<file path="config.mk">
export PLATFORM = sky130hd
export DESIGN_NAME = gcsp_front
export DESIGN_NICKNAME = d
export VERILOG_FILES = /design/src/hdl/gcsp_pkg.sv /design/src/hdl/gcsp_front.sv
export SDC_FILE = /design/constraint.sdc
export NUM_CORES = 1
export LEC_CHECK = 0
export BUFFER_PORTS_ARGS = -buffer_cell sky130_fd_sc_hd__buf_2
export CAP_MARGIN = 20
export CORE_ASPECT_RATIO = 0.75
export CORE_UTILIZATION = 44
export DETAILED_ROUTE_END_ITERATION = 7
export HOLD_SLACK_MARGIN = 0.03
export PLACE_DENSITY = 0.78
export SLEW_MARGIN = 20
export SYNTH_ARGS = -nofsm -noshare
export SYNTH_HDL_FRONTEND = slang
export SYNTH_SLANG_ARGS = --single-unit
</file>
<file path="constraint.sdc">
create_clock -name clk -period 3.35 [get_ports clk]
set_clock_uncertainty 0.2 [all_clocks]
set_input_delay 0.5025 -clock clk [delete_from_list [all_inputs] [get_ports clk]]
set_output_delay 0.5025 -clock clk [all_outputs]
set_load 0.1 [all_outputs]
</file>
<file path="src/hdl/gcsp_pkg.sv">
// ----------------------------------------------------------------------------
// gcsp_pkg
// Shared types and codes of the generation checked slot pool: request
// operations, result status codes, the live tag and the classified request
// word passed from the front end to the back end.
// ----------------------------------------------------------------------------
`default_nettype none

package gcsp_pkg;

  // Pool size default
  localparam int unsigned SLOTS_DEFAULT = 1024;

  // Field widths fixed by the interface
  localparam int unsigned ACTION_W = 2;
  localparam int unsigned TAG_W    = 3;
  localparam int unsigned SLOT_W   = 16;
  localparam int unsigned GEN_W    = 16;
  localparam int unsigned STATUS_W = 2;
  localparam int unsigned COUNT_W  = 11;
  localparam int unsigned TOTAL_W  = 32;

  // Action codes on the input port
  localparam logic [ACTION_W-1:0] ACT_ALLOC   = 2'd0;
  localparam logic [ACTION_W-1:0] ACT_RELEASE = 2'd1;

  // Classified operation codes
  typedef logic [1:0] op_t;
  localparam op_t OP_ALLOC   = 2'd0;
  localparam op_t OP_RELEASE = 2'd1;
  localparam op_t OP_CHECK   = 2'd2;

  // Result status codes
  typedef logic [STATUS_W-1:0] status_t;
  localparam status_t ST_OK    = 2'd0;
  localparam status_t ST_EMPTY = 2'd1;
  localparam status_t ST_NULL  = 2'd2;
  localparam status_t ST_FAKE  = 2'd3;

  // Lifecycle tags
  localparam logic [TAG_W-1:0] TAG_LIVE = 3'd1;
  localparam logic [TAG_W-1:0] TAG_NONE = 3'd0;

  // Classified request word
  typedef struct packed {
    op_t              op;
    logic             is_null;
    logic             tag_live;
    logic             in_range;
    logic [SLOT_W-1:0] slot;
    logic [GEN_W-1:0]  gen;
  } req_t;

  // Handshake between front-end queue and back end
  typedef struct packed {
    logic pop;
    logic init_busy;
  } back_ctl_t;

endpackage

`default_nettype wire

</file>
<file path="src/hdl/gcsp_front.sv">
// ----------------------------------------------------------------------------
// gcsp_front
// Accepts request words, classifies them (operation, null, live tag, slot
// range) and holds them in a two-entry queue for the back end.
// ----------------------------------------------------------------------------
`default_nettype none

module gcsp_front
  import gcsp_pkg::*;
#(
  parameter int unsigned SLOTS = SLOTS_DEFAULT
) (
  input  wire logic                clk,
  input  wire logic                rst_n,
  input  wire logic                in_valid,
  output logic                     in_stall,
  input  wire logic [ACTION_W-1:0] in_action,
  input  wire logic                in_handle_null,
  input  wire logic [TAG_W-1:0]    in_handle_tag,
  input  wire logic [SLOT_W-1:0]   in_handle_slot,
  input  wire logic [GEN_W-1:0]    in_handle_generation,
  input  wire back_ctl_t           back_ctl,
  output logic                     q_valid,
  output req_t                     q_head
);

  req_t        q_mem_r [2];
  logic        wr_ptr_r;
  logic        rd_ptr_r;
  logic [1:0]  cnt_r;
  logic [1:0]  cnt_nxt;
  logic        push;
  logic        pop;
  req_t        req_c;

  // Classify the incoming word
  always_comb begin
    unique case (in_action)
      ACT_ALLOC:   req_c.op = OP_ALLOC;
      ACT_RELEASE: req_c.op = OP_RELEASE;
      default:     req_c.op = OP_CHECK;
    endcase
    req_c.is_null  = in_handle_null;
    req_c.tag_live = (in_handle_tag == TAG_LIVE);
    req_c.in_range = (32'(in_handle_slot) < 32'(SLOTS));
    req_c.slot     = in_handle_slot;
    req_c.gen      = in_handle_generation;
  end

  // Stall when the queue is full or the pool is still clearing
  assign in_stall = (cnt_r == 2'd2) || back_ctl.init_busy;
  assign push     = in_valid && !in_stall;
  assign pop      = back_ctl.pop;
  assign q_valid  = (cnt_r != 2'd0);
  assign q_head   = q_mem_r[rd_ptr_r];

  always_comb begin
    cnt_nxt = cnt_r;
    if (push && !pop) begin
      cnt_nxt = cnt_r + 2'd1;
    end else if (pop && !push) begin
      cnt_nxt = cnt_r - 2'd1;
    end
  end

  // Advance queue pointers and count
  always_ff @(posedge clk) begin
    if (!rst_n) begin
      wr_ptr_r <= 1'b0;
      rd_ptr_r <= 1'b0;
      cnt_r    <= 2'd0;
    end else begin
      cnt_r <= cnt_nxt;
      if (push) begin
        wr_ptr_r <= !wr_ptr_r;
      end
      if (pop) begin
        rd_ptr_r <= !rd_ptr_r;
      end
    end
  end

  // Store the classified word
  always_ff @(posedge clk) begin
    if (push) begin
      q_mem_r[wr_ptr_r] <= req_c;
    end
  end

endmodule

`default_nettype wire

</file>
# Yosys cells after proc, flatten, opt, wreduce, memory -nomap -nowiden
# Memories as Yosys holds them, arrays and structs flattened. A register that Yosys moved wholly into a read port is not among the register bits.
# Index checks and enable logic that the tools add are counted.
[classes]
n_mux = 7
n_eq_ne = 3
addsub = 2
magnitude_cmp = 1
n_reduce_logical = 12
[op_table]
columns = ["operator", "count"]
rows = [
  ["16-bit by 11-bit < comparator with 1-bit output (second input constant)", 1],
  ["1-bit logical NOT", 5],
  ["1-bit two-way mux", 4],
  ["2-bit two-way mux", 2],
  ["2-bit case mux with 2 select lines", 1],
  ["2-bit nonzero test", 2],
  ["3-bit by 1-bit == test with 1-bit output (second input constant)", 1],
  ["1-bit logical AND", 3],
  ["2-bit by 1-bit adder with 2-bit output (second input constant)", 1],
  ["2-bit by 1-bit == test with 1-bit output (second input constant)", 1],
  ["2-bit == test (second input constant)", 1],
  ["2-bit logical NOT", 1],
  ["2-bit by 1-bit subtractor with 2-bit output (second input constant)", 1],
  ["1-bit logical OR", 1],
]
[word_totals]
register_bits = 4
ram_bits = 74
output_inout_bits = 39
in_bits = 43
n_memories = 1
word_cells = 29
[memory_table]
columns = ["memory", "depth", "width", "read_ports", "rd_clocked_by_memory_dff", "write_ports", "line_no", "text"]
rows = [
  ["q_mem_r", 2, 37, 1, 1, 1, "gcsp_front.sv:27", "req_t q_mem_r [2];"],
]

# Depth between registers and ports, before layout
# Gate-level depths: netlist of the first run.
[logic_depth]
depth_word = 8
ltp_mapped = 6
depth_no_buf = 6

# Worst setup path before layout of the first run
# No wires, ideal clock.
[synth_timing]
kind = "input to register"
from = "in in_valid"
to = "mem q_mem_r[0][0] in the netlist's numbering, enable pin"
setup_slack_ns = 0.201
n_path_buf = 0
stages = 3
arrival_ns = 2.513
path_cell_list = "nor2b_1 and2_1 nor2b_1"
[synth_via]
elab_chain_len = 3
[synth_lines]
columns = ["element", "line_no", "text"]
rows = [
  ["start, declared", "gcsp_front.sv:15", "input wire logic in_valid,"],
  ["1-bit logical AND", "gcsp_front.sv:52", "assign push = in_valid && !in_stall;"],
  ["1-bit two-way mux", "gcsp_front.sv:85", "if (push) begin"],
  ["1-bit two-way mux (implied by the code)", "gcsp_front.sv:86", "q_mem_r[wr_ptr_r] <= req_c;"],
  ["end, declared", "gcsp_front.sv:27", ""],
]
# Every way passes these cells.

==> impl_metrics.env, run 1 <==
export IMPL_syn_area_um2=2950
export IMPL_hold_path_class="input port to register"
export IMPL_dp_cells=306
export IMPL_synth_top_cell_area_share=0.754
export IMPL_grt_ovfl_total=0
export IMPL_fin_crit_sh=0.790
export IMPL_yosys_top_cells_count="edfxtp_1, mux2_2, dfxtp_1"
export IMPL_fin_crit_ns=2.65
export IMPL_drv_cap=0
export IMPL_wl_per_cell_um=15.2
export IMPL_yosysMostFrequentCell="edfxtp_1"
export IMPL_holdWs_ns=0.150
export IMPL_drt_iter0_drc=74
export IMPL_synth_warnings=0
export IMPL_async_flop_share=0
export IMPL_path_cells="buf_4 > mux2_2 > buf_2"
export IMPL_start_kind="register"
export IMPL_synthTopCellsByArea="edfxtp_1, mux2_2, dfxtp_1, buf_6, and2_1"
export IMPL_num_rows=25
export IMPL_dieWidth_um=96.5
export IMPL_viasPerCell=4.80
export IMPL_yosysTopAreaCell="edfxtp_1"
export IMPL_cpPeakStageDelay_ns=0.68
export IMPL_cts_repair_resized=0
export IMPL_netlist_instances=146
export IMPL_cts_clk_slew_worst_paths_ns=0.08
export IMPL_ys_seq_area_frac=0.787
export IMPL_powerDensity_nw_per_um2=671
export IMPL_cts_tree="yes"
export IMPL_fmax_mhz=378
export IMPL_post_cts_buffers=0
export IMPL_status="finished, final reports clean"
export IMPL_drive_above_1_share=0.577
export IMPL_io_pin_count=82
export IMPL_arrival_ns=1.94
export IMPL_cp_required_ns=2.65
export IMPL_cts_sinks=79
export IMPL_initial_utilization=0.462
export IMPL_cts_path_max_buffers=2
export IMPL_drc=0
export IMPL_fin_nets=280
export IMPL_relSlewSlack=0.427
export IMPL_worst_slew_pin_slew_ns=0.859
export IMPL_wirelength_um=4900
export IMPL_die_h_um=72.9
export IMPL_diodes=0
export IMPL_grt_pass1_vias=1545
export IMPL_h_tree_depth=3
export IMPL_ys_types=23
export IMPL_power_leakage_nw=1.37
export IMPL_portBuffers=81
export IMPL_syn_avg_cell_area_um2=20.2
export IMPL_total_power_mw=2.46
export IMPL_die_area_um2=7040
export IMPL_dp_hpwl_um=3300
export IMPL_fin_cells=322
export IMPL_worst_setup_path_type="register to primary output"
export IMPL_endpoint_kind="primary output"
export IMPL_fp_coreArea_um2=6380
export IMPL_ir_drop_mv=0.377
export IMPL_fin_setup_tns_ns=0
export IMPL_antenna_left=0
export IMPL_finalMaxSlewViolations=0
export IMPL_syn_num_nets=190
export IMPL_grt_pass1_wl_um=7430
export IMPL_grtUsageTotal=0.151
export IMPL_grt_setup_unrepaired="no"
export IMPL_dr_pass1_iters=4
export IMPL_clock_latency_ns=0.33
export IMPL_setup_violations=0
export IMPL_synth_main_ff_cell="edfxtp_1"
export IMPL_syn_to_final_growth_pct=24.0
export IMPL_root_buffer="clkbuf_8"
export IMPL_cp_max_fo=22
export IMPL_vias=1545
export IMPL_antenna_found_initial=0
export IMPL_synth_edf_count=74
export IMPL_ys_seq_elements=79
export IMPL_place_gp_congestion=0.668
export IMPL_hold_violations=0
export IMPL_cts_buffers=9
export IMPL_grt_max_degree=38
export IMPL_cpMaxStageDelayCell="dfxtp_2"
export IMPL_cts_hold_buf=0
==> worst paths after layout <==
check	slack, ns	cells after the start	start	end
worst max-delay path	0.70	3	register	q_head[0]
worst max register to register	1.29	4	cnt_r[0]	q_mem_r[0][20]
worst min register to register	0.35	2	cnt_r[1]	cnt_r[1]
worst min-delay path	0.15	1	in_handle_slot[3]	q_mem_r[0][19]
==> final cells by class <==
type | count | area, µm²
multi-input cells | 61 | 589
repair buffers | 84 | 428
clock buffers | 9 | 124
fillers | 510 | 2720
well taps | 81 | 101
clock inverters | 7 | 87.6
flip-flops and latches | 79 | 2320
inverters | 1 | 3.75
==> layer usage <==
| metal | up-vias | global-route usage | share of wire |
|---|---|---|---|
| li1 | 742 | - | - |
| met1 | 733 | 0.202 | 0.47 |
| met2 | 66 | 0.218 | 0.45 |
| met3 | 4 | 0.0792 | 0.079 |
| met4 | 0 | 0.0392 | 0.0065 |
| met5 | - | 0 | 0 |
==> where the power goes <==
part | leakage (nW) | internal [mW] | switching (mW)
sequential | 0.719 | 1.13 | 0.0265
combinational | 0.548 | 0.116 | 0.449
clock | 0.100 | 0.413 | 0.316
total | 1.37 | 1.66 | 0.792
==> state kept, by name (all words and copies together) (netlist names), named ones only <==
name,flops
rd_ptr_r,1
q_mem_r,74
cnt_r,2
wr_ptr_r,1
==> critical path: cells and delay by family (launching register included) <==
| kind | cells | cell delay [ns] |
|---|---|---|
| muxes | 1 | 0.35 |
| DFF | 1 | 0.68 |
| buffers and inverters | 2 | 0.58 |
==> stage by stage <==
stage / worst slack, ns / utilization / instance area (µm²)
after global routing: 0.577 / 0.573 / 3660
after detailed placement: 1.04 / 0.540 / 3450
after global placement: 1.03 / 0.540 / 3450
after CTS: 0.663 / 0.573 / 3660
after floorplan: 0.201 / - / 2950
final: 0.703 / 0.573 / 3660
==> cells in the final DEF, fill, tap and decap left out, types with 2 or more instances in the layout <==
| master | netlist | final |
|---|---|---|
| buf_2 | 1 | 81 |
| edfxtp_1 | 74 | 74 |
| mux2_2 | 37 | 37 |
| clkbuf_8 | 0 | 9 |
| and2_1 | 4 | 4 |
| dfxtp_1 | 5 | 4 |
| buf_4 | 0 | 3 |
| nand2b_1 | 2 | 2 |
| nor2b_1 | 3 | 2 |
| xor2_1 | 2 | 2 |
| o21ai_0 | 2 | 2 |
| clkinvlp_4 | 0 | 2 |
| clkinv_1 | 0 | 2 |
| bufinv_16 | 0 | 2 |
==> cell families after synthesis <==
kind of cell | Yosys count | synth area share
compound gates | 3 | 0.00594
xor+xnor | 3 | 0.00891
fa+ha+maj | 1 | 0.00424
buf+inv | 6 | 0.0157
flops | 79 | 0.787
mux | 37 | 0.141
simple gates | 17 | 0.0365
Note: power is estimated with default switching activity, not from simulation.
==> run 2: changes to the inputs <==
- clock period: 3.35 -> 2.5 ns (I/O delays scaled with it)
==> run 2 against run 1 <==
  * Final cell count increased by 11%
  * Die area unchanged
  * Utilization up 6.0 points
  * Worst setup slack got worse by 0.56 ns
  * Largest cell class unchanged
==> impl_metrics.env, run 2 (synthesized netlist as in run 1, its figures left out) <==
export IMPL_status="finished, final reports clean"
export IMPL_worst_slew_pin_slew_ns=0.496
export IMPL_clock_latency_ns=0.34
export IMPL_worst_setup_path_type="register to primary output"
export IMPL_fin_setup_tns_ns=0
export IMPL_cpLargestDelayFamily="flip-flops"
export IMPL_grt_pass1_wl_um=7610
export IMPL_hold_path_class="input port to register"
export IMPL_vias=1684
export IMPL_post_cts_buffers=0
export IMPL_power_leakage_nw=1.53
export IMPL_die_area_um2=7040
export IMPL_syn_to_final_growth_pct=37.0
export IMPL_dp_hpwl_um=3230
export IMPL_antenna_left=0
export IMPL_cp_required_ns=1.92
export IMPL_drv_cap=0
export IMPL_io_pin_count=82
export IMPL_cpMaxStageDelayCell="dfxtp_2"
export IMPL_cts_sinks=79
export IMPL_fin_crit_sh=0.941
export IMPL_cpPeakStageDelay_ns=0.55
export IMPL_path_cells="buf_4 > mux2_2 > buf_2"
export IMPL_wl_per_cell_um=14.5
export IMPL_grt_ovfl_total=0
export IMPL_path_buf_inv=2
export IMPL_fmax_mhz=425
export IMPL_portBuffers=81
export IMPL_fin_crit_ns=2.35
export IMPL_start_kind="register"
export IMPL_cts_path_max_buffers=2
export IMPL_grt_pass1_vias=1677
export IMPL_dp_slack_ns=0.505
export IMPL_fp_coreArea_um2=6380
export IMPL_final_cell_mix="buf_2, edfxtp_1, mux2_2"
export IMPL_stdcell_area_um2=4040
export IMPL_powerDensity_nw_per_um2=811
export IMPL_grtUsageTotal=0.152
export IMPL_fin_nets=315
export IMPL_wirelength_um=5190
export IMPL_post_route_util=0.633
export IMPL_cts_buffers=9
export IMPL_hold_violations=0
export IMPL_dpl_cell_area_um2=3520
export IMPL_setup_violations=0
export IMPL_finalMaxSlewViolations=0
export IMPL_ir_drop_mv=0.407
export IMPL_cts_tree="yes"
export IMPL_dieWidth_um=96.5
export IMPL_cts_repair_resized=0
export IMPL_viasPerCell=4.72
export IMPL_hp_start="in_handle_slot[13]"
export IMPL_cts_clk_slew_worst_paths_ns=0.08
export IMPL_grt_max_degree=38
export IMPL_die_h_um=72.9
export IMPL_cp_max_fo=14
export IMPL_endpoint_kind="primary output"
export IMPL_root_buffer="clkbuf_8"
export IMPL_drc=0
export IMPL_largest_reg_flops=74
export IMPL_num_rows=25
export IMPL_r2r_start="cnt_r[0]"
export IMPL_drt_iter0_drc=31
export IMPL_total_power_mw=3.28
export IMPL_relSlewSlack=0.672
export IMPL_regMostFlops="q_mem_r"
export IMPL_cts_hold_buf=32
export IMPL_final_common_cell="buf_2"
export IMPL_h_tree_depth=3
export IMPL_antenna_found_initial=0
export IMPL_drive_above_1_share=0.511
export IMPL_reg_largest_list="q_mem_r: 74 flops, cnt_r: 2 flops"
export IMPL_grt_setup_unrepaired="no"
export IMPL_initial_utilization=0.462
export IMPL_worst_slack_ns=0.147
export IMPL_dr_pass1_iters=4
export IMPL_arrival_ns=1.78
export IMPL_diodes=0
export IMPL_place_gp_congestion=0.631
[run 2: cell types whose count changed in the layout (fill, tap and decap cells not counted)]
cell,delta
clkinv_2,+1
buf_2,-2
clkbuf_8,+1
bufinv_16,-1
buf_12,+4
clkbuf_1,+2
dlygate4sd3_1,+33
clkinvlp_4,-1
clkinv_1,-2
[run 2: layer usage]
| layer | global-route usage | wire [µm] |
|---|---|---|
| met5 | 0 | 0 |
| met2 | 0.255 | 2520 |
| met3 | 0.0594 | 353 |
| met4 | 0.0539 | 28 |
| met1 | 0.179 | 2290 |
[run 2: area by class of cell]
class / instances / area (µm²)
clock buffer: 12 / 145
clock inverter: 4 / 47.5
fill: 464 / 2340
inverter: 1 / 3.75
multi-input combinational: 61 / 589
sequential: 79 / 2320
tap: 81 / 101
timing repair buffer: 119 / 828
[run 2: worst register-to-register path, cell delays in order (launching register included)]
cell	delay [ns]
dfxtp_1	0.34
nand2b_1	0.20
and2_1	0.19
ha_1	0.31
or3_1	0.36
a21boi_1	0.14
[run 2: path summary, 6_finish.rpt]
| kind | slack, ns | cells past startpoint | end |
|---|---|---|---|
| max | 0.15 | 3 | q_head[8] |
| max reg2reg | 0.69 | 5 | cnt_r[1] |
| min reg2reg | 0.30 | 2 | cnt_r[1] |
| min | 0.05 | 1 | q_mem_r[0][29] |
[run 2: where the power goes]
| part | leakage, nW | total, mW | internal (mW) | switching, mW |
|---|---|---|---|---|
| Combinational | 0.714 | 0.828 | 0.209 | 0.619 |
| Clock | 0.0964 | 0.901 | 0.486 | 0.415 |
| Sequential | 0.719 | 1.55 | 1.52 | 0.0280 |
| Total | 1.53 | 3.28 | 2.21 | 1.06 |
[run 2: per-stage QoR]
stage	std cells	hold slack, ns
2_1_floorplan	146	0.264
3_3_place_gp	308	0.281
3_5_place_dp	308	0.290
4_1_cts	356	0.0320
5_1_grt	357	0.0310
6_report	357	0.0491
==> run 3: changes to the inputs <==
- ABC_AREA: default -> 0
- CTS_BUF_LIST: default -> sky130_fd_sc_hd__clkbuf_4 sky130_fd_sc_hd__clkbuf_8
==> run 3 against run 2 <==
  * Sequential cell count unchanged
  * Sequential power about the same
  * Final cell count up 0.28%
  * Global-route usage up 0.23 points
  * Sequential share of layout area down 0.25 points
  * Combinational power about the same
  * Design area up 0.43%
  * Routed wire length up 0.29%
  * Worst hold slack better by 0.065 ns
  * Critical endpoint unchanged
==> impl_metrics.env, run 3 (synthesized netlist as in run 1, its figures left out) <==
export IMPL_status="finished, final reports clean"
export IMPL_fmax_mhz=425
export IMPL_h_tree_depth=3
export IMPL_cpPeakStageDelay_ns=0.55
export IMPL_final_cell_mix="buf_2, edfxtp_1, mux2_2"
export IMPL_diodes=0
export IMPL_grt_pass1_wl_um=7700
export IMPL_wirelength_um=5200
export IMPL_start_kind="register"
export IMPL_r2r_end="cnt_r[1]"
export IMPL_initial_utilization=0.462
export IMPL_hold_path_class="input port to register"
export IMPL_place_gp_congestion=0.631
export IMPL_use_met1=0.183
export IMPL_die_h_um=72.9
export IMPL_cts_clk_slew_worst_paths_ns=0.07
export IMPL_grtUsageTotal=0.155
export IMPL_fin_crit_sh=0.941
export IMPL_worst_slack_ns=0.147
export IMPL_post_cts_buffers=0
export IMPL_fp_coreArea_um2=6380
export IMPL_grt_ovfl_total=0
export IMPL_finalMaxSlewViolations=0
export IMPL_cp_max_fo=14
export IMPL_worst_slew_pin_slew_ns=0.498
export IMPL_arrival_ns=1.78
export IMPL_portBuffers=81
export IMPL_cts_repair_resized=0
export IMPL_antenna_left=0
export IMPL_endpoint_kind="primary output"
export IMPL_cts_path_max_buffers=2
export IMPL_met2_usage=0.257
export IMPL_cts_buffers=9
export IMPL_ir_drop_mv=0.408
export IMPL_r2r_start="cnt_r[0]"
export IMPL_grt_pass1_vias=1697
export IMPL_num_rows=25
export IMPL_powerDensity_nw_per_um2=814
export IMPL_drv_cap=0
export IMPL_wl_per_cell_um=14.5
export IMPL_fin_crit_ns=2.35
export IMPL_drc=0
export IMPL_drive_above_1_share=0.516
export IMPL_gr_usage_met3=0.0552
export IMPL_hold_violations=0
export IMPL_cp_required_ns=1.92
export IMPL_die_area_um2=7040
export IMPL_drt_iter0_drc=39
export IMPL_final_common_cell="buf_2"
export IMPL_viasPerCell=4.71
export IMPL_grt_setup_unrepaired="no"
export IMPL_root_buffer="clkbuf_8"
export IMPL_io_pin_count=82
export IMPL_cts_hold_buf=33
export IMPL_antenna_found_initial=0
export IMPL_dp_hpwl_um=3230
export IMPL_setup_violations=0
export IMPL_fin_setup_tns_ns=0
export IMPL_syn_to_final_growth_pct=37.5
export IMPL_path_cells="buf_4 > mux2_2 > buf_2"
export IMPL_reg_largest_list="q_mem_r: 74 flops, cnt_r: 2 flops"
export IMPL_fin_nets=316
export IMPL_dieWidth_um=96.5
export IMPL_regToRegSetupSlack_ns=0.69
export IMPL_cts_tree="yes"
export IMPL_relSlewSlack=0.670
export IMPL_power_leakage_nw=1.54
export IMPL_crit_path_end="q_head[8]"
export IMPL_r2r_cells=5
export IMPL_clock_latency_ns=0.34
export IMPL_largest_reg_flops=74
export IMPL_grt_max_degree=38
export IMPL_dp_slack_ns=0.505
export IMPL_vias=1685
export IMPL_regMostFlops="q_mem_r"
export IMPL_cts_sinks=79
export IMPL_busiest_layer="met2"
export IMPL_worst_setup_path_type="register to primary output"
export IMPL_cpMaxStageDelayCell="dfxtp_2"
export IMPL_dr_pass1_iters=4
==> run 3: cell types whose count changed in the layout (fill, tap and decap cells not counted) <==
| cell | delta |
|---|---|
| clkbuf_1 | -2 |
| clkbuf_4 | +2 |
| dlygate4sd3_1 | +1 |
==> run 3: worst min path at each step <==
stage | end | from | cells after the start | slack [ns]
final | cnt_r[0] | rst_n | 2 | 0.11
after detailed placement | cnt_r[1] | cnt_r[1] | 2 | 0.29
after floorplan | wr_ptr_r | wr_ptr_r | 2 | 0.26
after global routing | q_mem_r[1][33] | in_handle_tag[2] | 2 | 0.10
after global placement | cnt_r[1] | cnt_r[1] | 2 | 0.28
after CTS | q_mem_r[0][18] | in_handle_slot[2] | 1 | 0.03
==> run 3: critical path: cells and delay by family (launching register included) <==
family	cells	cell delay, ns
DFF	1	0.55
muxes	1	0.35
buffers and inverters	2	0.53
==> run 3: through the flow <==
| stage | cell area, µm² | instances | power (mW) | util | hold WS [ns] |
|---|---|---|---|---|---|
| final | 4060 | 358 | 3.30 | 0.636 | 0.114 |
| after global routing | 4060 | 358 | 3.41 | 0.636 | 0.104 |
| after CTS | 4050 | 357 | 3.33 | 0.634 | 0.0302 |
| after detailed placement | 3520 | 308 | 2.37 | 0.551 | 0.290 |
| after global placement | 3520 | 308 | 2.36 | 0.551 | 0.281 |
| after floorplan | 2950 | 146 | 2.22 | - | 0.264 |
==> run 3: report_power, final <==
part	switching [mW]	leakage [nW]	internal, mW
Sequential	0.0280	0.719	1.52
Clock	0.417	0.103	0.507
Combinational	0.619	0.719	0.210
Total	1.06	1.54	2.24
==> run 3: layer usage <==
metal	up-vias	share of wire
met5	-	0
met4	0	0.0048
met3	2	0.062
met2	67	0.48
met1	804	0.45
li1	812	-
==> run 3: cell type report <==
| type | instances | area (µm²) |
|---|---|---|
| clock buffers | 12 | 153 |
| multi-input cells | 61 | 589 |
| well taps | 81 | 101 |
| clock inverters | 4 | 47.5 |
| flip-flops and latches | 79 | 2320 |
| inverters | 1 | 3.75 |
| fillers | 462 | 2320 |
| repair buffers | 120 | 838 |
